## src/rtl/gnoise_ram.sv

```systemverilog
// ----------------------------------------------------------------------------
// gnoise_ram
// Generic RAM with one write port and two registered read ports.
// ----------------------------------------------------------------------------
module gnoise_ram #(
  parameter int WIDTH = 8,
  parameter int DEPTH = 256
) (
  input  logic                     clk,
  input  logic                     we,
  input  logic [$clog2(DEPTH)-1:0] waddr,
  input  logic [WIDTH-1:0]         wdata,
  input  logic                     re,
  input  logic [$clog2(DEPTH)-1:0] raddr0,
  input  logic [$clog2(DEPTH)-1:0] raddr1,
  output logic [WIDTH-1:0]         rdata0,
  output logic [WIDTH-1:0]         rdata1
);

  logic [WIDTH-1:0] mem [DEPTH];

  // Write port.
  always_ff @(posedge clk) begin
    if (we) begin
      mem[waddr] <= wdata;
    end
  end

  // Registered read ports; the data holds while re is low.
  always_ff @(posedge clk) begin
    if (re) begin
      rdata0 <= mem[raddr0];
      rdata1 <= mem[raddr1];
    end
  end

endmodule

```

## config.mk

```make
export PLATFORM = sky130hd
export DESIGN_NAME = gnoise_ram
export DESIGN_NICKNAME = d
export VERILOG_FILES = /design/src/rtl/gnoise_ram.sv
export SDC_FILE = /design/constraint.sdc
export NUM_CORES = 2
export LEC_CHECK = 0
export BUFFER_PORTS_ARGS = -buffer_cell sky130_fd_sc_hd__buf_2
export CORE_ASPECT_RATIO = 1.75
export CORE_MARGIN = 10
export CORE_UTILIZATION = 50
export DETAILED_ROUTE_END_ITERATION = 10
export PLACE_DENSITY = 0.68
export SLEW_MARGIN = 20
export SYNTH_ARGS = -nofsm -noshare
export SYNTH_HDL_FRONTEND = slang
export SYNTH_SLANG_ARGS = --single-unit
```

## constraint.sdc

```tcl
create_clock -name clk -period 4.1 [get_ports clk]
set_input_delay 1.025 -clock clk [delete_from_list [all_inputs] [get_ports clk]]
set_output_delay 1.025 -clock clk [all_outputs]
set_load 0.05 [all_outputs]
```

=== Word-level counts from Yosys, hierarchy flattened ===
Memories as Yosys holds them, arrays and structs flattened. A register that Yosys moved wholly into a read port is not among the register bits.
Cells that the tools add are included.

* Memories: 1
* Bits in writable memories: 2048
* Logic and storage cells: 3
* Output and inout bits: 16
* Bits in registers: 0
* Input port bits: 35

{| class="wikitable"
|+ Memory list
! memory !! depth !! width !! read ports !! clocked after Yosys merged registers in !! wr ports !! line !! RTL
|-
| mem || 256 || 8 || 2 || 2 || 1 || 20 || <nowiki>logic [WIDTH-1:0] mem [DEPTH];</nowiki>
|}

* Muxes and demuxes: 2

{| class="wikitable"
|+ Operator list
! cell !! count
|-
| 1-bit 2-to-1 mux || 2
|}

=== Longest topological paths before layout ===
* Depth in word-level cells: 2
* Depth in mapped cells: 12

=== Worst setup path after synthesis ===
Ideal clock, no wire load.

* Kind: in2reg
* From: input raddr1[0]
* To: register rdata1[0] (read register of mem) (data pin)
* Stages on the path: 9
* Slack: 0.897 ns
* Arrival time: 2.926 ns
* Buffers on the path: 3
* Required time: 3.823 ns
* Path through: buf_4 -> buf_6 -> buf_2 -> mux4_2 -> mux4_2 -> nand2_1 -> a21oi_1 -> a21oi_1 -> a221oi_2

{| class="wikitable"
|+ RTL lines
! what !! line !! RTL
|-
| from (decl) || 15 || <nowiki>input logic [$clog2(DEPTH)-1:0] raddr1,</nowiki>
|-
| to (decl) || 17 || <nowiki>output logic [WIDTH-1:0] rdata1</nowiki>
|}

==> metrics.csv <==
metric;value;unit
status;completed;
Post-Synthesis Cell Area;97100;µm²
DR iter-0 viols;7780;
unique cell type count in the Yosys netlist;64;
Hold Vio Cnt, Final;0;
Die Footprint;213000;µm²
Core Area;194000;µm²
initial antenna violation count;31;
dpl ws;-540;ps
net count after synthesis;4882;
drt first pass iters;6;
CP arrival;4560;ps
Final GP Congestion;0.970;
Worst slew margin;0.217;
CP Cell Sequence;buf_8 -> buf_12 -> buf_4 -> mux4_2 -> a22o_1 -> o21ai_1 -> o21ai_0 -> a221oi_1 -> buf_4 -> nor4_1;
Worst Max-Slew Pin Slew;1170;ps
YS warnings;0;
Port-buffer cells;50;
Initial Utilization;0.501;
GRT Util Overall;0.297;
Die X;353;µm
min Tclk post-route;3990;ps
htree depth;4;
RSZ-0062 raised after global routing;no;
Layout Cells excl Fill;8177;
peak supply drop;0.000312;V
final slew viol count;0;
DP Area;105000;µm²
CTS root buffer;clkbuf_16;
drt via density;7.00;
Die Y;603;µm
WL final;319000;µm
Boundary Pins;51;
first-pass GRT wire length;450000;µm
max incr delay on CP;930;ps
post-route cell area;111000;µm²
Worst Setup End Kind;flip-flop;
Fmax;251;MHz
Hold Path Class;in -> reg;
Placed Instances;7840;
FF+latch count, synth;2064;
EDFF count, synth;2064;
post-route ant nets;0;
hold_buf cts;0;
cells after synthesis;4847;
CTS Buf Count;185;
fin crit share;0.972;
dpl hpwl;222000;µm
clock latency at the later pin of the worst-skew pair;840;ps
vias in the first global route;58800;
nets;5470;
CP max FO;30;
Syn Area/Cell;20.0;µm²
CTS Sinks;2064;
cell mode on critical path;buf_4;
Setup Buffers After CTS;0;
Req. time, crit path;4670;ps
sequential-to-total area share from yosys stat;0.638;
dominant synthesized flop cell;edfxtp_1;
Syn-to-layout area delta;14.2;%
routed via count;57200;
clk_skew;36.4;ps
maxcap violations;0;
Slowest-stage cell, CP;a221oi_1;
PD cells;413;nW/µm²
CTS tree;done;
post-DR wirelength/cell;39.0;µm
Residual DRC;0;
Hold WS;709;ps
share of post-route cells with drive strength above 1;0.390;
CP Launch Type;input port;
Max clock buf depth;4;
Worst-path clk slew;60;ps
final setup violation count;0;
leakage power;35.8;nW
global route overflow;0;
Worst Path Class, Setup;in -> reg;
post_cts resized;0;
final setup margin;114;ps
asr flop ratio synth;0;
Placement Rows;214;
pin count of the biggest net entering global routing;118;
==> registers in the layout (all words and copies together) (netlist names) <==
name    count
mem      2048
rdata0      8
rdata1      8
==> cells in the mapped netlist, drive strengths merged (9+ instances only) <==
library cell,instances,share of area
edfxtp,2064,0.64
mux4,1051,0.24
nor2,299,0.012
buf,258,0.022
mux2i,236,0.024
clkbuf,137,0.0053
nand2,114,0.0044
a21oi,79,0.0041
o221ai,67,0.0062
a22oi,62,0.0048
nand3,52,0.0027
o22ai,48,0.0031
mux2,38,0.0044
a221oi,37,0.0037
o21ai,37,0.0019
a211oi,28,0.0022
nor2b,27,0.0017
a22o,22,0.0020
nor3,21,0.0011
nand4,13,0.00084
o211ai,13,0.0010
and2,12,0.00077
nand2b,11,0.00071
o31ai,11,0.00085
a221o,10,0.0010
a2bb2oi,9,0.00081
==> cell type report <==
| type | instances | area, µm² |
|---|---|---|
| Multi-Input combinational cell | 2382 | 32500 |
| Fill cell | 14400 | 82900 |
| Tap cell | 2592 | 3240 |
| Clock inverter | 106 | 1260 |
| Inverter | 6 | 26.3 |
| Clock buffer | 219 | 4840 |
| Sequential cell | 2064 | 62000 |
| Antenna cell | 12 | 30.0 |
| Timing Repair Buffer | 796 | 7050 |
==> worst max-delay path, delay by kind of cell <==
family	cells	cell delay, ps
AOI/OAI and AO/OA	4	1740
buffers and inverters	4	1170
muxes	1	530
and+or+nand+nor	1	50
==> path summary, 6_finish.rpt <==
kind	start	to	slack (ps)	cells after the start
max	raddr0[0]	rdata0[7]	110	10
max reg2reg	mem[47][7]	rdata0[7]	920	7
min reg2reg	mem[188][7]	rdata1[7]	1130	4
min	wdata[1]	mem[165][1]	710	1
==> power breakdown <==
group	switching (mW)	leakage [nW]	internal (mW)
clock network	7.89	2.93	10.2
registers	0.0549	18.6	23.3
logic	2.65	14.3	1.78
total	10.6	35.8	35.2
==> cells in the final DEF (no fill, tap or decap), types with 27 or more instances in the layout <==
cell type  instances
clkbuf_16        189
a22oi_1           62
o22ai_1           48
a221oi_1          32
buf_4            663
mux2_2            38
clkinv_1          31
nand2_1          114
a211oi_1          28
edfxtp_1        2064
mux2i_1          236
bufinv_16         27
o221ai_1          65
a21oi_1           79
buf_12            85
nand3_1           52
o21ai_0           34
nor2b_1           27
clkbuf_1          30
mux4_2          1051
buf_2             33
nor2_1           298
==> stage by stage <==
step	utilization	total power [mW]	setup TNS, ps
3_3_place_gp	0.541	28.1	-2380
3_5_place_dp	0.541	28.1	-2200
5_1_grt	0.572	46.7	0
6_report	0.572	45.8	0
4_1_cts	0.572	45.8	0
2_1_floorplan	-	26.1	0
==> kinds of logic (layout without fill, tap and decap cells) <==
group | after synthesis | count (layout) | synth area share
compound gates | 466 | 466 | 0.0353
buf+inv | 401 | 1127 | 0.0273
flops | 2064 | 2064 | 0.638
mux | 1325 | 1325 | 0.272
other cells | 0 | 12 | 0
simple gates | 591 | 591 | 0.0269
==> routing by layer <==
layer	vias up	wire, µm	GRT usage
met5	-	233	0
li1	22200	-	-
met4	34	31300	0.230
met3	1109	33100	0.0638
met2	3961	155000	0.485
met1	29900	99500	0.343
(Power assumes the default switching activity.)
