<file path="src/rtl/gnoise_pkg.sv">
// ----------------------------------------------------------------------------
// gnoise_pkg
// Shared constants for the 3D gradient noise block: default sizes, port
// widths, command codes and configuration register indexes.
// ----------------------------------------------------------------------------
package gnoise_pkg;

  // Default sizes of the permutation table and of the coordinate fraction.
  localparam int TABLE_ENTRIES = 256;
  localparam int FRAC_BITS     = 16;

  // Fixed port widths.
  localparam int POS_W     = 32;
  localparam int OFS_W     = 24;
  localparam int ENTRY_W   = 8;
  localparam int NOISE_W   = 19;
  localparam int CFG_IDX_W = 2;

  // Largest magnitude of the noise result, 2.0 in Q2.16.
  localparam int NOISE_MAX = 131072;

  // Commands carried by an input beat.
  localparam logic CMD_LOAD = 1'b0;
  localparam logic CMD_EVAL = 1'b1;

  // Configuration register indexes.
  localparam logic [CFG_IDX_W-1:0] CFG_OFFSET_X = 2'd0;
  localparam logic [CFG_IDX_W-1:0] CFG_OFFSET_Y = 2'd1;
  localparam logic [CFG_IDX_W-1:0] CFG_OFFSET_Z = 2'd2;

endpackage

</file>
<file path="src/rtl/gnoise_fade.sv">
// ----------------------------------------------------------------------------
// gnoise_fade
// Three-stage quintic fade curve 6t^5 - 15t^4 + 10t^3 on an unsigned
// fraction, each product rounded to nearest and the result capped at 1.0.
// ----------------------------------------------------------------------------
module gnoise_fade #(
  parameter int FRAC_BITS = gnoise_pkg::FRAC_BITS
) (
  input  logic                 clk,
  input  logic                 en,
  input  logic [FRAC_BITS-1:0] t,
  output logic [FRAC_BITS:0]   fade
);

  localparam int F   = FRAC_BITS;
  localparam int QW  = F + 5;
  localparam int P1W = 2 * F + 1;
  localparam int P3W = 2 * F + 6;
  localparam logic [P3W-1:0] HALF = P3W'(1) << (F - 1);
  localparam logic [QW-1:0]  ONE_Q = QW'(1) << F;

  logic [P1W-1:0] sq;
  logic [P1W-1:0] cube;
  logic [QW-1:0]  q_next;
  logic [P3W-1:0] prod;
  logic [P3W-1:0] prod_shr;

  logic [F-1:0]  t_a;
  logic [F:0]    t2;
  logic [F:0]    t3;
  logic [QW-1:0] q;

  // Stage a: t squared.
  assign sq = P1W'(t) * P1W'(t) + P1W'(HALF);

  // Stage b: t cubed and the quadratic factor.
  assign cube   = P1W'(t2) * P1W'(t_a) + P1W'(HALF);
  assign q_next = QW'(6) * QW'(t2) + QW'(10) * ONE_Q - QW'(15) * QW'(t_a);

  // Stage c: final product and cap.
  assign prod     = P3W'(t3) * P3W'(q) + HALF;
  assign prod_shr = prod >> F;

  always_ff @(posedge clk) begin
    if (en) begin
      t_a <= t;
      t2  <= sq[2*F:F];
      t3  <= cube[2*F:F];
      q   <= q_next;
      if (prod_shr > P3W'(ONE_Q)) begin
        fade <= ONE_Q[F:0];
      end else begin
        fade <= prod_shr[F:0];
      end
    end
  end

endmodule

</file>
<file path="config.mk">
export PLATFORM = sky130hd
export DESIGN_NAME = gnoise_fade
export DESIGN_NICKNAME = d
export VERILOG_FILES = /design/src/rtl/gnoise_pkg.sv /design/src/rtl/gnoise_fade.sv
export SDC_FILE = /design/constraint.sdc
export NUM_CORES = 2
export LEC_CHECK = 0
export ABC_CLOCK_PERIOD_IN_PS = 6700
export BUFFER_PORTS_ARGS = -buffer_cell sky130_fd_sc_hd__buf_2
export CORE_MARGIN = 3
export CORE_UTILIZATION = 50
export DETAILED_ROUTE_END_ITERATION = 8
export HOLD_SLACK_MARGIN = 0.15
export PLACE_DENSITY_LB_ADDON = 0.3
export SYNTH_ARGS = -nofsm -noshare
export SYNTH_HDL_FRONTEND = slang
export SYNTH_SLANG_ARGS = --single-unit
</file>
<file path="constraint.sdc">
create_clock -name clk -period 6.7 [get_ports clk]
set_input_delay 1.34 -clock clk [delete_from_list [all_inputs] [get_ports clk]]
set_output_delay 1.34 -clock clk [all_outputs]
set_load 0.05 [all_outputs]
</file>
# Yosys cells after proc, flatten, opt, wreduce, memory -nomap -nowiden
# Index checks and enable logic that the tools add are counted.
op_classes:
  addsub: 5
  n_mul: 5
  n_lt_le_gt_ge: 1
op_table:
  columns: ["op", "n"]
  rows:
  - ["$add 38x16->38 const B", 1]
  - ["$mul 17x21->38", 1]
  - ["$add 32x16->33 const B", 1]
  - ["$add 33x16->33 const B", 1]
  - ["$mul 17x16->33", 1]
  - ["$mul 16x16->32", 1]
  - ["$gt 22x17->1 const B", 1]
  - ["$add 20x20->21 const B", 1]
  - ["$sub 21x20->21", 1]
  - ["$mul 4x16->20 const A", 1]
  - ["$mul 2x17->19 const A", 1]
word_totals:
  regBits: 88
  inputBits: 18
  out_inout_bits: 17

# Longest topological paths before layout
logic_depth:
  word_depth: 3
  depth_mapped: 26
  depth_no_buf: 25

# Least setup slack after synthesis
# Ideal clock, no wire load.
synth_path:
  kind: "input port to flip-flop"
  startpoint: "in t[11]"
  endpoint: "reg t2[14], data pin"
  arrival_time_ps: 6702
  t_required_ps: 6442
  path_slack_ps: -260
  path_stages: 24
  cell_sequence: "clkbuf_1 -> nand2_1 -> fa_1 -> inv_1 -> fa_1 -> inv_1 -> fa_1 -> inv_1 -> fa_1 -> inv_1 -> fa_1 -> inv_1 -> fa_1 -> ha_1 -> a21o_1 -> a21o_1 -> a21o_1 -> a221oi_1 -> nand4_1 -> o211ai_1 -> nand3b_1 -> and2_1 -> nor2_1 -> xnor2_1"
synth_between:
  elab_chain_len: 2
synth_rtl:
  columns: ["element", "line", "text"]
  rows:
  - ["start: declaration", "gnoise_fade.sv:11", "input logic [FRAC_BITS-1:0] t,"]
  - ["$mul 16x16->32", "gnoise_fade.sv:34", "assign sq = P1W'(t) * P1W'(t) + P1W'(HALF);"]
  - ["$add 32x16->33", "gnoise_fade.sv:34", null]
  - ["net sq[30]", "gnoise_fade.sv:22", "logic [P1W-1:0] sq;"]
  - ["end signal: assignment", "gnoise_fade.sv:47", "t2 <= sq[2*F:F];"]
  - ["end: declaration", "gnoise_fade.sv:29", "logic [F:0] t2;"]
# The timed path passes the listed nets, and every way through them passes these cells.
# A chain may end at the register's enable or synchronous reset.

# Worst setup path in the final report
layout_path:
  startpoint: "reg t3[5]"
  endpoint: "reg fade[5], data pin"
layout_between:
  elab_chain_len: 3
layout_rtl:
  columns: ["element", "line", "text"]
  rows:
  - ["start: declaration", "gnoise_fade.sv:30", "logic [F:0] t3;"]
  - ["start signal: assignment", "gnoise_fade.sv:48", "t3 <= cube[2*F:F];"]
  - ["$mul 17x21->38 *", "gnoise_fade.sv:41", "assign prod = P3W'(t3) * P3W'(q) + HALF;"]
  - ["$add 38x16->38 *", "gnoise_fade.sv:41", null]
  - ["$gt 22x17->1", "gnoise_fade.sv:50", "if (prod_shr > P3W'(ONE_Q)) begin"]
  - ["end signal: assignment", "gnoise_fade.sv:51", "fade <= ONE_Q[F:0];"]
  - ["end signal: assignment", "gnoise_fade.sv:53", "fade <= prod_shr[F:0];"]
  - ["end: declaration", "gnoise_fade.sv:12", "output logic [FRAC_BITS:0] fade"]
# Mark *: on every way between the ends. The rest lies on a longest branch, timed or not.

==> impl_summary.md <==
Timing
The top achievable clock speed is 0.142 GHz. The post-layout worst setup margin is -0.347 ns. The number of pins exceeding their max-slew limit in the final report was 0. The actual transition at the worst max-transition pin is 0.970 ns. Setup repair after global routing could not meet its margin everywhere.

The clock tree skew after final layout is 0.00653 ns. The number of endpoints failing setup at the final stage is 16. In this run the tightest slew margin relative to its limit is 35.3%. The number of hold-slack violations in the final timing report is 0. The minimum clock period after layout is 7.05 ns. The total negative slack for setup checks is -3.18 ns.

Dividing the final minimum period by the clock period gives 105%. Hold timing on the final database bottoms out at a slack of 0.995 ns.

Clock tree
The cts-stage hold buffer count is 0. After clock tree synthesis, the clock-pin slew on the worst setup and hold paths is 0.07 ns. The H-tree was split into 3 levels. For this design, the sink count on the clock tree is 88. The maximum buffer depth of the clock tree is 2.

For the worst-skew pair, the clock arrives at the later sink with an insertion delay of 0.38 ns. Clock tree synthesis inserted a total of 9 buffers. The CTS tree is yes.

The cell sitting at the root of the clock tree is a clkbuf_16.

Run status
The flow ran to the end, but the final reports show violations. The checks that failed: setup timing.

Layout
The layout has 5571 filler cells. Once layout is complete, the utilization of the core stands at 58.0%. The share of cells above drive strength 1 is 13.0%.

The finished cells cover 0.0370 sq mm. The library cell used most frequently in the layout, excluding fill and tap cells, is inv_1. The repair_antennas step left the layout with diodes totalling 0. The area growth from synthesis to layout is 13.6%. In the layout the commonest cells are inv_1, fa_1, nand2_1.

At the end of the flow, the number of nets in the layout was 4884.

Setup path
The cell type of the slowest stage on the worst timing path is or4_4. The total buffers and inverters traversed by the critical path is 6. The cell type group with the largest total delay on the critical path is adder cells. The largest stage delay on the critical path is 0.55 ns. The critical path in this run is classified as flip-flop to flip-flop. The cell depth of the worst flop-to-flop path is 24. Counting stages on the worst path, the most repeated cell is fa_1. The worst setup path is launched from a flip-flop.

The category of the worst setup path capture point is a flip-flop. The data arrival time at the worst-slack endpoint is 7.30 ns. The total number of cells along the worst setup path is 24. Across all register-to-register paths, the minimum setup slack is -0.35 ns. The critical path data required time is 6.95 ns.

Walking the worst path, the cells encountered are buf_4, and2_1, fa_1, inv_2, fa_1, fa_1, fa_1, inv_1, fa_1, inv_1, fa_1, inv_1, ha_1, o211ai_1, nor2_2, a221oi_4, buf_12, o211ai_1, a31oi_1, xnor2_1, or4_4, o41a_1, a211o_4, and3b_1. The critical-path maximum fanout is 8.

Synthesis
By area the synthesized netlist is led by fa_1, ha_1, inv_1. The number of warnings printed during yosys synthesis is 0. Summing the areas of all compound-gate instances in the mapped netlist gives 4.29% of the synthesized area. Synthesis instantiated 64 different standard cells from the library. The number of enable-type register cells in the synthesized netlist is 88.

The synthesized netlist devotes 14.4% of its cell area to simple gates. The fraction of registers with async set/reset is 0%. The total standard cell area after synthesis is 0.0326 sq mm.

The main combinational cell family by area after synthesis is adder cells. When the netlist entered floorplanning its net count stood at 4610. Synthesis handed over a netlist of 3478 instances. The adder-cell area share of the yosys netlist is 58.9%. The fraction of the yosys area taken by sequential cells is 8.11%.

Counting flops and latches in the post-synthesis netlist gives 88. The average instance area after synthesis is 9.37 sq um. For this run, the leading register cell type out of synthesis is edfxtp_1. The multiplexer fraction of the synthesized cell area is 0.127%. Summing the areas of all xor and xnor instances in the mapped netlist gives 2.37% of the synthesized area. The portion of synthesized cell area occupied by the leading cell type is 43.0%.

The cell type with the highest aggregate area in the netlist is fa_1.

Global routing
The number of global-route vias before repair is 25550. Global routing used 22.8% of the available tracks across all layers. The total global routing overflow is 0. The number of antenna violations at the first check in global routing was 0.

The largest net degree at the start of global routing is 72. The first global-routing pass estimated 125000 um of wire.

Route
The routed layout has 23259 vias. The detail route stage leaves a number of antenna-violating nets equal to 0. The detail-routed net length per standard cell is 15.8 um. The first-pass detailed-route iteration total is 5. The residual DRC count is 0. For this block, the routed nets add up to 72900 um of wire. Using the TritonRoute via totals, the vias-per-cell ratio works out to 5.05.

For this block, the initial DRC count from the detailed router was 1102.

Placed design
In this run the cell area measured after placement is 0.0359 sq mm. Routability-driven placement finished with a final weighted congestion of 0.872. Detailed placement finished with a half-perimeter wire length of 63100 um. The count of buffers from port buffering is 34.

Floorplan
The initial core utilization is 51.1%. The die is 261 um tall. The die is 261 um wide.

The overall die area is 0.0682 sq mm. The floorplan has 92 rows. Pin placement for this block handled 35 I/O pins. The area of the placeable core is 0.0638 sq mm.

Job
The total of max-cap violations is 0.

Min path
The instance count along the most critical hold path is 1. The class of the tightest hold or removal check is flip-flop to flip-flop.
==> layout make-up <==
class                   count  area [sq um]  share of cell area, %
clock buffers               9           225                  0.609
clock inverters             7          61.3                  0.166
inverters                 905          3400                   9.19
multi-input cells        2369         26500                   71.7
flip-flops and latches     88          2640                   7.14
well taps                 846          1060                   2.86
repair buffers            379          3090                   8.35
==> kinds of logic (layout without fill, tap and decap cells) <==
| kind of cell | after synthesis | count (layout) |
|---|---|---|
| muxes | 4 | 4 |
| buffers and inverters | 1021 | 1300 |
| and+or+nand+nor | 963 | 963 |
| adders and majority gates | 1114 | 1114 |
| AOI/OAI and AO/OA | 200 | 200 |
| xor gates and xnor gates | 88 | 88 |
| DFF | 88 | 88 |
==> synth_stat cells, drive strengths merged (3+ instances only) <==
master	n
o21a	7
nand3	22
nor2	86
a211oi	9
ha	414
o31ai	3
fa	700
nor3	24
and2	330
a41oi	5
a21boi	3
or3	8
xnor2	58
mux2i	3
a21oi	50
a21o	37
nor3b	3
nand2	435
o211ai	9
edfxtp	88
inv	905
or2	8
a22oi	3
clkbuf	115
nand2b	4
xor2	30
a31oi	12
nor2b	11
o21bai	9
and3b	3
o21ai	28
and3	9
nand4	10
==> through the flow <==
step                setup slack (ns)  std cells
detailed placement            -0.498       4548
CTS                           -0.296       4594
finish                        -0.347       4603
global placement              -0.346       4548
floorplan                   0.000242       3478
global route                  -0.616       4603
==> routing by layer <==
layer  routed length [um]  vias to the layer above  track usage, %
met5                    0                        -               0
met4                 2200                        0            6.74
met3                 3160                      106            2.19
met2                36100                      494            40.0
met1                31500                    11747            30.2
li1                     -                    10912               -
==> path summary, 6_finish.rpt <==
| path | to | startpoint |
|---|---|---|
| setup / recovery | fade[5] | t3[5] |
| setup reg to reg | fade[5] | t3[5] |
| hold reg to reg | q[0] | t_a[0] |
| hold / removal | q[0] | t_a[0] |
==> sequential cells by signal, summed over array words and instances (netlist names) <==
signal  count
q          21
fade       17
t2         17
t_a        16
t3         17
==> repair_timing <==
| action | CTS | global route |
|---|---|---|
| gates cloned | 0 | 0 |
| setup endpoints to repair | 22 | 40 |
| pin swaps | 19 | 51 |
| setup buffers | 31 | 11 |
| resized for setup | 35 | 81 |
Power is left out: the tool's default activity adds up to more than one toggle a clock period on the data nets, which glitch-free logic cannot reach.
