<file path="src/rtl/gnoise_pkg.sv">
// ----------------------------------------------------------------------------
// gnoise_pkg
// Shared constants for the 3D gradient noise block: default sizes, port
// widths, command codes and configuration register indexes.
// ----------------------------------------------------------------------------
package gnoise_pkg;

  // Default sizes of the permutation table and of the coordinate fraction.
  localparam int TABLE_ENTRIES = 256;
  localparam int FRAC_BITS     = 16;

  // Fixed port widths.
  localparam int POS_W     = 32;
  localparam int OFS_W     = 24;
  localparam int ENTRY_W   = 8;
  localparam int NOISE_W   = 19;
  localparam int CFG_IDX_W = 2;

  // Largest magnitude of the noise result, 2.0 in Q2.16.
  localparam int NOISE_MAX = 131072;

  // Commands carried by an input beat.
  localparam logic CMD_LOAD = 1'b0;
  localparam logic CMD_EVAL = 1'b1;

  // Configuration register indexes.
  localparam logic [CFG_IDX_W-1:0] CFG_OFFSET_X = 2'd0;
  localparam logic [CFG_IDX_W-1:0] CFG_OFFSET_Y = 2'd1;
  localparam logic [CFG_IDX_W-1:0] CFG_OFFSET_Z = 2'd2;

endpackage

</file>
<file path="src/rtl/gnoise_lerp.sv">
// ----------------------------------------------------------------------------
// gnoise_lerp
// Two-stage linear blend a + round(t * (b - a)), rounding ties away from
// zero on the magnitude of the product.
// ----------------------------------------------------------------------------
module gnoise_lerp #(
  parameter int FRAC_BITS = gnoise_pkg::FRAC_BITS,
  parameter int WIDTH     = gnoise_pkg::FRAC_BITS + 3
) (
  input  logic                    clk,
  input  logic                    en,
  input  logic [FRAC_BITS:0]      t,
  input  logic signed [WIDTH-1:0] a,
  input  logic signed [WIDTH-1:0] b,
  output logic signed [WIDTH-1:0] y
);

  localparam int F  = FRAC_BITS;
  localparam int PW = WIDTH + F + 2;
  localparam logic [PW-1:0] HALF = PW'(1) << (F - 1);

  logic signed [WIDTH:0] diff;
  logic [WIDTH:0]        mag;
  logic [PW-1:0]         prod;
  logic [PW-1:0]         rnd;
  logic signed [WIDTH:0] part;
  logic signed [WIDTH:0] sum;

  logic [PW-1:0]           prod_r;
  logic                    neg_r;
  logic signed [WIDTH-1:0] a_r;

  // Stage a: difference magnitude times the weight.
  assign diff = (WIDTH+1)'(b) - (WIDTH+1)'(a);
  assign mag  = diff[WIDTH] ? -diff : diff;
  assign prod = PW'(mag) * PW'(t);

  // Stage b: round, restore sign and add the base.
  assign rnd  = (prod_r + HALF) >> F;
  assign part = signed'(rnd[WIDTH:0]);
  assign sum  = neg_r ? (WIDTH+1)'(a_r) - part : (WIDTH+1)'(a_r) + part;

  always_ff @(posedge clk) begin
    if (en) begin
      prod_r <= prod;
      neg_r  <= diff[WIDTH];
      a_r    <= a;
      y      <= sum[WIDTH-1:0];
    end
  end

endmodule

</file>
<file path="config.mk">
export PLATFORM = sky130hd
export DESIGN_NAME = gnoise_lerp
export DESIGN_NICKNAME = d
export VERILOG_FILES = /design/src/rtl/gnoise_pkg.sv /design/src/rtl/gnoise_lerp.sv
export SDC_FILE = /design/constraint.sdc
export NUM_CORES = 1
export LEC_CHECK = 0
export BUFFER_PORTS_ARGS = -buffer_cell sky130_fd_sc_hd__buf_2
export CAP_MARGIN = 10
export CORE_AREA = 2 2 229 276
export DETAILED_ROUTE_END_ITERATION = 16
export DIE_AREA = 0 0 231 278
export GPL_ROUTABILITY_DRIVEN = 1
export GPL_TIMING_DRIVEN = 0
export SYNTH_ARGS = -nofsm -noshare
export SYNTH_HDL_FRONTEND = slang
export SYNTH_SLANG_ARGS = --single-unit
</file>
<file path="constraint.sdc">
create_clock -name clk -period 12.6 [get_ports clk]
set_input_delay 3.15 -clock clk [delete_from_list [all_inputs] [get_ports clk]]
set_output_delay 3.15 -clock clk [all_outputs]
set_load 0.1 [all_outputs]
</file>
* After elaboration in Yosys (flattened, before gate mapping)
Index checks and enable logic that the tools add are counted.
Word-level totals: bits of input ports 57, output and inout port bits 19, logic and storage cells 12, bits in registers 74
Operators by class: multiply operators 1, mux-type cells 2, $add $sub $neg 5
Operators with widths (number):
- $add 35x16->35 const B | 1
- $mul 20x17->35 | 1
- $mux 20 | 1
- $neg 20->20 | 1
- $sub 19x19->20 | 1
- $add 19x19->19 | 1
- $mux 19 | 1
- $sub 19x19->19 | 1

* Logic depth before layout (Yosys ltp)
Gate-level depths: netlist of run 1.
depth in word-level cells 4, mapped depth 37, mapped depth without buffers 36

* Least setup slack after synthesis of run 1
Ideal clock, no wire load.
path kind input port to flip-flop, start point input port b[0], end point register prod_r[34], data pin, data arrival time 10.723 ns, stages 35, required time 12.342 ns, slack 1.620 ns, path buffers 1, setup time 0.258 ns, path through inv_1 ha_1 fa_1 nor2b_1 o21a_1 o21ai_1 a21oi_1 nor3_1 xnor2_1 nor4_2 a21oi_1 xor2_1 buf_2 nand2_1 fa_1 fa_1 fa_1 inv_1 fa_1 fa_1 inv_1 fa_1 inv_1 ha_1 o21a_1 o211ai_1 o21ai_0 inv_1 o21a_1 a211oi_1 o21ai_0 o31ai_1 a31oi_1 xnor2_1 xnor2_1
Between the ends: word-level cells in the longest chain between the ends 4
RTL lines:
- from (decl) | line gnoise_lerp.sv:14 | input logic signed [WIDTH-1:0] b,
- $sub 19x19->20 * | line gnoise_lerp.sv:34 | assign diff = (WIDTH+1)'(b) - (WIDTH+1)'(a);
- $neg 20->20 | line gnoise_lerp.sv:35 | assign mag = diff[WIDTH] ? -diff : diff;
- $mux 20 * | line gnoise_lerp.sv:35
- $mul 20x17->35 * | line gnoise_lerp.sv:36 | assign prod = PW'(mag) * PW'(t);
- via prod[34] | line gnoise_lerp.sv:24 | logic [PW-1:0] prod;
- to (signal assigned) | line gnoise_lerp.sv:45 | prod_r <= prod;
- to (decl) | line gnoise_lerp.sv:29 | logic [PW-1:0] prod_r;
Mark *: on every way through the listed nets, which the timed path passes. The rest lies on a longest branch. A chain may end at the register's enable or synchronous reset.

* Worst setup path after layout of run 1
start point input port a[1], end point register prod_r[34], data pin
Between the ends: word-level cells in the longest chain between the ends 4
RTL lines:
- from (decl) | line gnoise_lerp.sv:13 | input logic signed [WIDTH-1:0] a,
- $sub 19x19->20 * | line gnoise_lerp.sv:34
- $neg 20->20 | line gnoise_lerp.sv:35
- $mux 20 * | line gnoise_lerp.sv:35
- $mul 20x17->35 * | line gnoise_lerp.sv:36
- via prod[34] | line gnoise_lerp.sv:24
Marked as above.

==> results of run 1 <==
area by class of cell:
class | instances | share of cell area (%)
plain buffers | 61 | 1.54
clock buffers | 10 | 1.33
clock inverters | 6 | 0.466
inverters | 371 | 8.10
multi-input cells | 1210 | 69.8
flip-flops and latches | 59 | 10.3
well taps | 816 | 5.94
repair buffers | 76 | 2.49
what timing repair did:
item	in CTS	in global routing
endpoints found under the setup margin	6	10
resized for setup	5	25
cloned	0	0
pin swaps	0	4
buffers inserted	0	12
per-layer routing:
layer	share of wire [%]	vias to the layer above
li1	-	5393
met1	40	5885
met2	53	278
met3	4.2	77
met4	3.2	0
met5	0	-
cell usage in the layout, fill, tap and decap left out, types with 4 or more instances in the layout:
cell	n
clkbuf_16	9
nor2b_1	17
nand2_1	207
nor3_1	24
xor2_2	4
xnor2_2	11
a31oi_1	11
ha_1	138
a21oi_1	44
and2_1	155
clkbuf_1	41
fa_1	268
nand2b_1	9
buf_2	76
o21a_1	18
or2_2	5
or3_1	4
inv_1	370
nand3_1	19
xnor2_1	43
and3_1	15
edfxtp_1	59
nor2_1	71
xor2_1	38
o21ai_0	28
buf_4	13
nand4_1	7
a21o_1	12
a211oi_1	4
path summary, 6_finish.rpt:
check	from	endpoint	slack [ps]	depth (start not counted)
max reg2reg	prod_r[16]$_DFFE_PP_	y[16]$_DFFE_PP_	7820	19
min reg2reg	a_r[1]$_DFFE_PP_	y[1]$_DFFE_PP_	670	1
max	a[1]	prod_r[34]$_DFFE_PP_	510	36
min	a_r[1]$_DFFE_PP_	y[1]$_DFFE_PP_	670	1
worst reg2reg max path, delay by kind of cell, from the launching register on:
family	cells	cell delay [ps]
and+or+nand+nor	6	900
xor gates and xnor gates	3	540
buffers and inverters	1	320
adders and majority gates	2	540
DFF	1	420
AOI/OAI and AO/OA	7	1810
flip-flops by register name, indices dropped and copies added (netlist names):
signal / count
a_r: 19
neg_r: 1
prod_r: 20
y: 19
logic make-up after synthesis:
kind of cell / synth area share (%)
AND/OR/NAND/NOR: 17.9
buffers and inverters: 10.9
adder cells (fa/ha/maj): 46.6
AO/OA/AOI/OAI: 6.97
XOR/XNOR: 5.95
flip-flops: 11.6
multiplexers: 0.131
per-stage QoR:
step | setup TNS (ps) | cell area (um^2) | setup WS (ps) | std cells | util, %
2_1_floorplan | 0 | 15200 | 1620 | 1702 | -
3_3_place_gp | -3550 | 16600 | -577 | 2580 | 26.9
3_5_place_dp | -4400 | 16600 | -636 | 2582 | 26.9
4_1_cts | 0 | 16900 | 9.77 | 2598 | 27.5
5_1_grt | -11.4 | 17200 | -11.4 | 2609 | 27.9
6_report | 0 | 17200 | 510 | 2609 | 27.9
==> flow_summary.json, run 1 <==
{
  "crit_family": "adder cells",
  "synth_area_um2": 15200,
  "synth_cell_type_count": 66,
  "setup.worst_path.class": "primary input to register",
  "core_area_um2": 61600,
  "die-width_um": 231,
  "cts.clk_slew.worst_paths_ps": 60,
  "end_kind": "register",
  "status": "finished clean",
  "busiest_layer": "met2",
  "worstSetupStartpointType": "primary input",
  "hpwl_mm": 35.2,
  "cp_slowest_cell": "fa_1",
  "synth_cells": 1702,
  "grt_max_degree": 39,
  "post-route-drc-count": 0,
  "cap_viol_max_count": 0,
  "grt_antenna_before_repair": 1,
  "period_needed_ps": 12090,
  "grt_usage_pct": 13.3,
  "regArea_um2": 1770,
  "insertion_delay_ps": 340,
  "cts_buffers": 9,
  "num_rows": 100,
  "multi_input_area_um2": 12000,
  "grt_pass1_vias": 12600,
  "vias": 11600,
  "critPathArrivalTime_ps": 12180,
  "cts_root_buf": "clkbuf_16",
  "cts_max_path_buffers": 2,
  "ys_warn_count": 0,
  "synth_edf_count": 59,
  "synth_area_leader_cell": "fa_1",
  "yosysSeqAreaShare_pct": 11.6,
  "dr.pass1.iters": 6,
  "syn_to_final_growth_pct": 12.8,
  "tightestPinTransition_ps": 769,
  "portBuffers": 62,
  "timing.critical_path.buf_inv": 7,
  "synthFlopType": "edfxtp_1",
  "ys_async_sr_fraction_pct": 0,
  "setup_viol": 0,
  "drv_slew": 0,
  "cts.sinks": 59,
  "hold_class": "register to register",
  "max_freq_mhz": 82.7,
  "finalWeightedCongestion": 0.873,
  "worstPathMaxFanout": 10,
  "synthTopCellsByArea": "fa_1 35%, edfxtp_1 12%, ha_1 11%",
  "ant_nets": 0,
  "start_util_pct": 24.7,
  "via_per_inst": 4.46,
  "use_met1_pct": 15.5,
  "use_met3_pct": 1.51,
  "cts.htree.levels": 3,
  "cts_tree": "built",
  "slew_headroom_pct": 48.7,
  "synth.most_common_cell": "inv_1",
  "report.final.hold_viol_count": 0,
  "dr.first_iter.drc_count": 626,
  "grt_pass1_wl_mm": 67.2,
  "drive_gt1_share_pct": 8.25,
  "die_y_um": 278,
  "skew_ps": 7.10,
  "antenna_cells": 0,
  "wl_mm": 41.9,
  "crit_top_cell": "fa_1",
  "slowest_delay_ps": 540,
  "ys_seq_elements": 59,
  "gr-total-overflow": 0,
  "wl_per_cell_um": 16.0,
  "pin_count": 76,
  "nets": 2251,
  "synth_top_area_share_pct": 35.2,
  "synth_common_cells": "370 x inv_1, 268 x fa_1, 207 x nand2_1, 155 x and2_1, 138 x ha_1",
  "postCtsHoldBufs": 0,
  "cp.required_ps": 12690,
  "finalCritPeriodShare_pct": 96.0,
  "hold_ws_ps": 669,
  "n_fill_cell": 6585,
  "dieArea_um2": 64200,
  "grtUsageMet2_pct": 24.8,
  "synth_nets": 2165,
  "postSynthAreaPerCell_um2": 8.95
}
Power of run 1 is left out: the tool's default activity adds up to more than one toggle a clock period on the data nets, which glitch-free logic cannot reach.
==> run 2: changes to the inputs <==
ABC_AREA = 1   (was not set)
CORE_AREA = 2 2 233 281   (was 2 2 229 276)
DIE_AREA = 0 0 235 283   (was 0 0 231 278)
==> flow_summary.json, run 2 <==
{
  "grt_usage_pct": 13.7,
  "synth_nets": 2513,
  "cp_slowest_cell": "fa_1",
  "wl_mm": 45.3,
  "setup_viol": 0,
  "cts_max_path_buffers": 2,
  "hold-path-endpoint": "y[1]$_DFFE_PP_",
  "rr_endpoint": "y[18]$_DFFE_PP_",
  "hold_class": "register to register",
  "max_freq_mhz": 89.4,
  "cts.clk_slew.worst_paths_ps": 50,
  "n_fill_cell": 6912,
  "insertion_delay_ps": 330,
  "cts_root_buf": "clkbuf_16",
  "cap_viol_max_count": 0,
  "nets": 2589,
  "end_kind": "register",
  "cts_buffers": 9,
  "finalWeightedCongestion": 0.904,
  "crit_top_cell": "fa_1",
  "cts_tree": "built",
  "tightestPinTransition_ps": 787,
  "final_common_cell": "inv_1",
  "fin_tns_setup_ps": 0,
  "synth_top_family_by_area": "adder cells",
  "timing.critical_path.buf_inv": 7,
  "pin_count": 76,
  "wl_per_cell_um": 15.3,
  "synthAdderAreaFrac_pct": 44.7,
  "cts.sinks": 59,
  "slew_headroom_pct": 47.5,
  "top_regs": "prod_r: 20 flops, a_r: 19 flops, y: 19 flops",
  "grt_antenna_before_repair": 4,
  "core_area_um2": 63900,
  "num_rows": 102,
  "top_register": "prod_r",
  "synth_cells": 2050,
  "grt_pass1_wl_mm": 72.4,
  "ys_seq_elements": 59,
  "cts_resized": 0,
  "dr.first_iter.drc_count": 801,
  "dieArea_um2": 66500,
  "cts_setup_buffers": 0,
  "r2r_start": "prod_r[15]$_DFFE_PP_",
  "crit_family": "adder cells",
  "portBuffers": 64,
  "die_y_um": 283,
  "synth_area_leader_cell": "fa_1",
  "gr-total-overflow": 0,
  "finalCritPeriodShare_pct": 88.8,
  "vias": 13000,
  "worstSetupStartpointType": "primary input",
  "yosysSeqAreaShare_pct": 11.2,
  "drv_slew": 0,
  "rsz0062_at_grt": "no",
  "die-width_um": 235,
  "worstPathMaxFanout": 9,
  "dr.pass1.iters": 5,
  "ys_async_sr_fraction_pct": 0,
  "synth_top_area_share_pct": 33.8,
  "slowest_delay_ps": 560,
  "cts.htree.levels": 3,
  "post-route-drc-count": 0,
  "grt_pass1_vias": 13500,
  "antenna_cells": 0,
  "synthMuxAreaShare_pct": 0,
  "synth.most_common_cell": "inv_1",
  "final_cell_mix": "496 x inv_1, 428 x nand2_1, 268 x fa_1, 230 x nor2_1, 138 x ha_1",
  "grt_max_degree": 40,
  "synth_common_cells": "496 x inv_1, 428 x nand2_1, 268 x fa_1, 230 x nor2_1, 138 x ha_1",
  "reg2reg_depth": 24,
  "postCtsHoldBufs": 0,
  "ys_warn_count": 0,
  "critPathArrivalTime_ps": 11260,
  "drive_gt1_share_pct": 7.27,
  "syn_to_final_growth_pct": 10.5,
  "synth_edf_count": 59,
  "via_per_inst": 4.39,
  "synthFlopType": "edfxtp_1",
  "report.final.hold_viol_count": 0,
  "hpwl_mm": 39.1,
  "skew_ps": 7.79,
  "period_needed_ps": 11190,
  "min_path_cells": 1,
  "synth_area_um2": 15900,
  "start_util_pct": 24.8,
  "largest_register_ffs": 20,
  "hold_start": "a_r[1]$_DFFE_PP_",
  "cp.required_ps": 12670,
  "synth_cell_type_count": 50,
  "status": "finished clean",
  "ant_nets": 0,
  "postSynthAreaPerCell_um2": 7.73,
  "setup.worst_path.class": "primary input to register",
  "ff2ff_setup_slack_ps": 8550,
  "post_synth_and_or_nand_nor_area_fraction_pct": 21.6,
  "synth_compound_area_share_pct": 5.16,
  "synthTopCellsByArea": "fa_1 34%, inv_1 12%, edfxtp_1 11%",
  "post_synth_xor_area_fraction_pct": 4.03
}
-- run 2: stage by stage --
| stage | hold WS [ps] | area (um^2) | instances | util, % | worst slack (ps) |
|---|---|---|---|---|---|
| 3_5_place_dp | 646 | 17200 | 2947 | 27.0 | 1000 |
| 3_3_place_gp | 638 | 17200 | 2946 | 26.9 | 1040 |
| 6_report | 657 | 17500 | 2963 | 27.4 | 1410 |
| 5_1_grt | 672 | 17500 | 2963 | 27.4 | 768 |
| 4_1_cts | 659 | 17500 | 2963 | 27.4 | 1330 |
| 2_1_floorplan | 625 | 15900 | 2050 | - | 2390 |
-- run 2: area by class of cell --
class,count,area [um^2],area share [%]
flip-flops and latches,59,1770,10.1
clock inverters,5,53.8,0.307
clock buffers,11,233,1.33
well taps,832,1040,5.94
repair buffers,65,340,1.94
plain buffers,38,170,0.971
inverters,515,1940,11.1
multi-input cells,1438,12000,68.3
-- run 2: how the worst max path moves through the flow --
stage          depth (start not counted)  slack (ps)  start              endpoint
2_1_floorplan                         35        2390   b[0]  prod_r[25]$_DFFE_PP_
5_1_grt                               35         770   a[0]  prod_r[25]$_DFFE_PP_
6_report                              35        1410   a[0]  prod_r[25]$_DFFE_PP_
4_1_cts                               35        1330   a[0]  prod_r[25]$_DFFE_PP_
3_3_place_gp                          35        1040   a[0]  prod_r[34]$_DFFE_PP_
3_5_place_dp                          35        1000   a[0]  prod_r[25]$_DFFE_PP_
-- run 2: metal layers --
layer | vias up | track usage, % | part of all wire, %
met3 | 81 | 1.68 | 5.3
met5 | - | 0 | 0.11
met2 | 357 | 25.0 | 51
met1 | 6292 | 16.6 | 41
met4 | 8 | 4.24 | 3.3
li1 | 6283 | - | -
-- run 2: kinds of logic (layout without fill, tap and decap cells) --
kind of cell,after synthesis,in the layout
AOI/OAI and AO/OA,144,144
xor gates and xnor gates,73,73
adders and majority gates,406,406
buffers and inverters,553,634
DFF,59,59
and+or+nand+nor,815,815
Power of run 2 is left out for the same reason.
==> run 3: changes to the inputs <==
CORE_AREA = 2 2 168 203   (was 2 2 233 281)
DIE_AREA = 0 0 170 205   (was 0 0 235 283)
PLACE_DENSITY_LB_ADDON = 0.05   (was not set)
==> flow_summary.json, run 3 (synthesized netlist as in run 2, its figures left out) <==
{
  "cts_max_path_buffers": 2,
  "slew_headroom_pct": 45.4,
  "reg2reg_depth": 24,
  "top_register": "prod_r",
  "grt_usage_pct": 27.6,
  "timing.critical_path.buf_inv": 7,
  "cts_resized": 0,
  "grt_max_degree": 60,
  "postCtsHoldBufs": 0,
  "cp_slowest_cell": "fa_1",
  "wl_per_cell_um": 18.0,
  "crit_family": "adder cells",
  "dieArea_um2": 34900,
  "period_needed_ps": 11380,
  "core_area_um2": 32900,
  "antenna_cells": 0,
  "final_cell_mix": "496 x inv_1, 428 x nand2_1, 268 x fa_1, 230 x nor2_1, 138 x ha_1",
  "r2r_start": "prod_r[16]$_DFFE_PP_",
  "max_freq_mhz": 87.9,
  "start_util_pct": 48.2,
  "dr.pass1.iters": 5,
  "post-route-drc-count": 0,
  "cts_root_buf": "clkbuf_16",
  "cts.sinks": 59,
  "slowest_delay_ps": 560,
  "crit_cells": 35,
  "drv_slew": 0,
  "drive_gt1_share_pct": 7.23,
  "via_per_inst": 5.16,
  "critPathArrivalTime_ps": 11450,
  "hpwl_mm": 39.2,
  "setup_slack_ps": 1220,
  "end_kind": "register",
  "tightestPinTransition_ps": 798,
  "cts.clk_slew.worst_paths_ps": 60,
  "post-place-ws_ps": 873,
  "ant_nets": 0,
  "worstPathMaxFanout": 9,
  "wl_mm": 45.8,
  "crit_start": "a[0]",
  "nets": 2588,
  "crit_top_cell": "fa_1",
  "cts_tree": "built",
  "hold_start": "a_r[1]$_DFFE_PP_",
  "gr-total-overflow": 0,
  "grt_pass1_vias": 13800,
  "setup.worst_path.class": "primary input to register",
  "status": "finished clean",
  "num_rows": 73,
  "pin_count": 76,
  "min_path_cells": 1,
  "top_regs": "prod_r: 20 flops, a_r: 19 flops, y: 19 flops",
  "worstSetupStartpointType": "primary input",
  "insertion_delay_ps": 350,
  "report.final.hold_viol_count": 0,
  "die-width_um": 170,
  "syn_to_final_growth_pct": 7.10,
  "cts.htree.levels": 3,
  "dr.first_iter.drc_count": 740,
  "fin_tns_setup_ps": 0,
  "finalWeightedCongestion": 0.897,
  "cap_viol_max_count": 0,
  "largest_register_ffs": 20,
  "grt_pass1_wl_mm": 72.8,
  "skew_ps": 13.6,
  "ff2ff_setup_slack_ps": 8610,
  "hold_class": "register to register",
  "cp.required_ps": 12680,
  "portBuffers": 64,
  "setup_viol": 0,
  "cts_buffers": 9,
  "vias": 13100,
  "rsz0062_at_grt": "no",
  "final_common_cell": "inv_1",
  "grt_antenna_before_repair": 0,
  "die_y_um": 205,
  "finalCritPeriodShare_pct": 90.3,
  "cts_setup_buffers": 0
}
==> run 3: path summary, 6_finish.rpt <==
check | to
max | prod_r[25]$_DFFE_PP_
min | y[1]$_DFFE_PP_
max reg2reg | y[18]$_DFFE_PP_
min reg2reg | y[1]$_DFFE_PP_
==> run 3: final cells by class <==
cell class | count | area (um^2)
tap | 412 | 515
timing repair buffer | 64 | 323
clock inverter | 5 | 53.8
inverter | 515 | 1940
multi-input combinational | 1438 | 12000
clock buffer | 11 | 233
buffer | 38 | 170
sequential | 59 | 1770
fill | 3243 | 15900
==> run 3: routing by layer <==
metal	share of wire (%)	vias up	track usage (%)
met5	0	-	0
met4	4.5	0	11.4
met3	5.2	89	2.86
met2	51	379	50.1
met1	40	6373	33.3
li1	-	6273	-
==> run 3: per-stage QoR <==
step / util, % / instances / hold slack, ps / cell area (um^2)
4_1_cts: 51.6 / 2542 / 686 / 17000
5_1_grt: 51.6 / 2542 / 702 / 17000
3_5_place_dp: 50.7 / 2526 / 673 / 16700
3_3_place_gp: 50.7 / 2526 / 646 / 16700
2_1_floorplan: - / 2050 / 625 / 15900
6_report: 51.6 / 2542 / 676 / 17000
==> run 3: worst reg2reg max path, cell delays in order, from the launching register on <==
cell	delay (ps)
edfxtp_1	350
ha_1	180
nand2_1	80
nor2_1	170
nand4_1	260
nor3_1	270
xor2_1	150
inv_1	80
nand2_1	60
nor2_1	120
nand3_1	100
nor2_1	150
nand3_1	90
nand2_1	90
xor2_1	150
inv_1	60
ha_1	290
inv_1	80
nor3_1	280
nand2_1	140
or2_2	310
o311ai_0	120
inv_1	80
nand2_1	70
nand2_1	50
Power of run 3 is left out for the same reason.
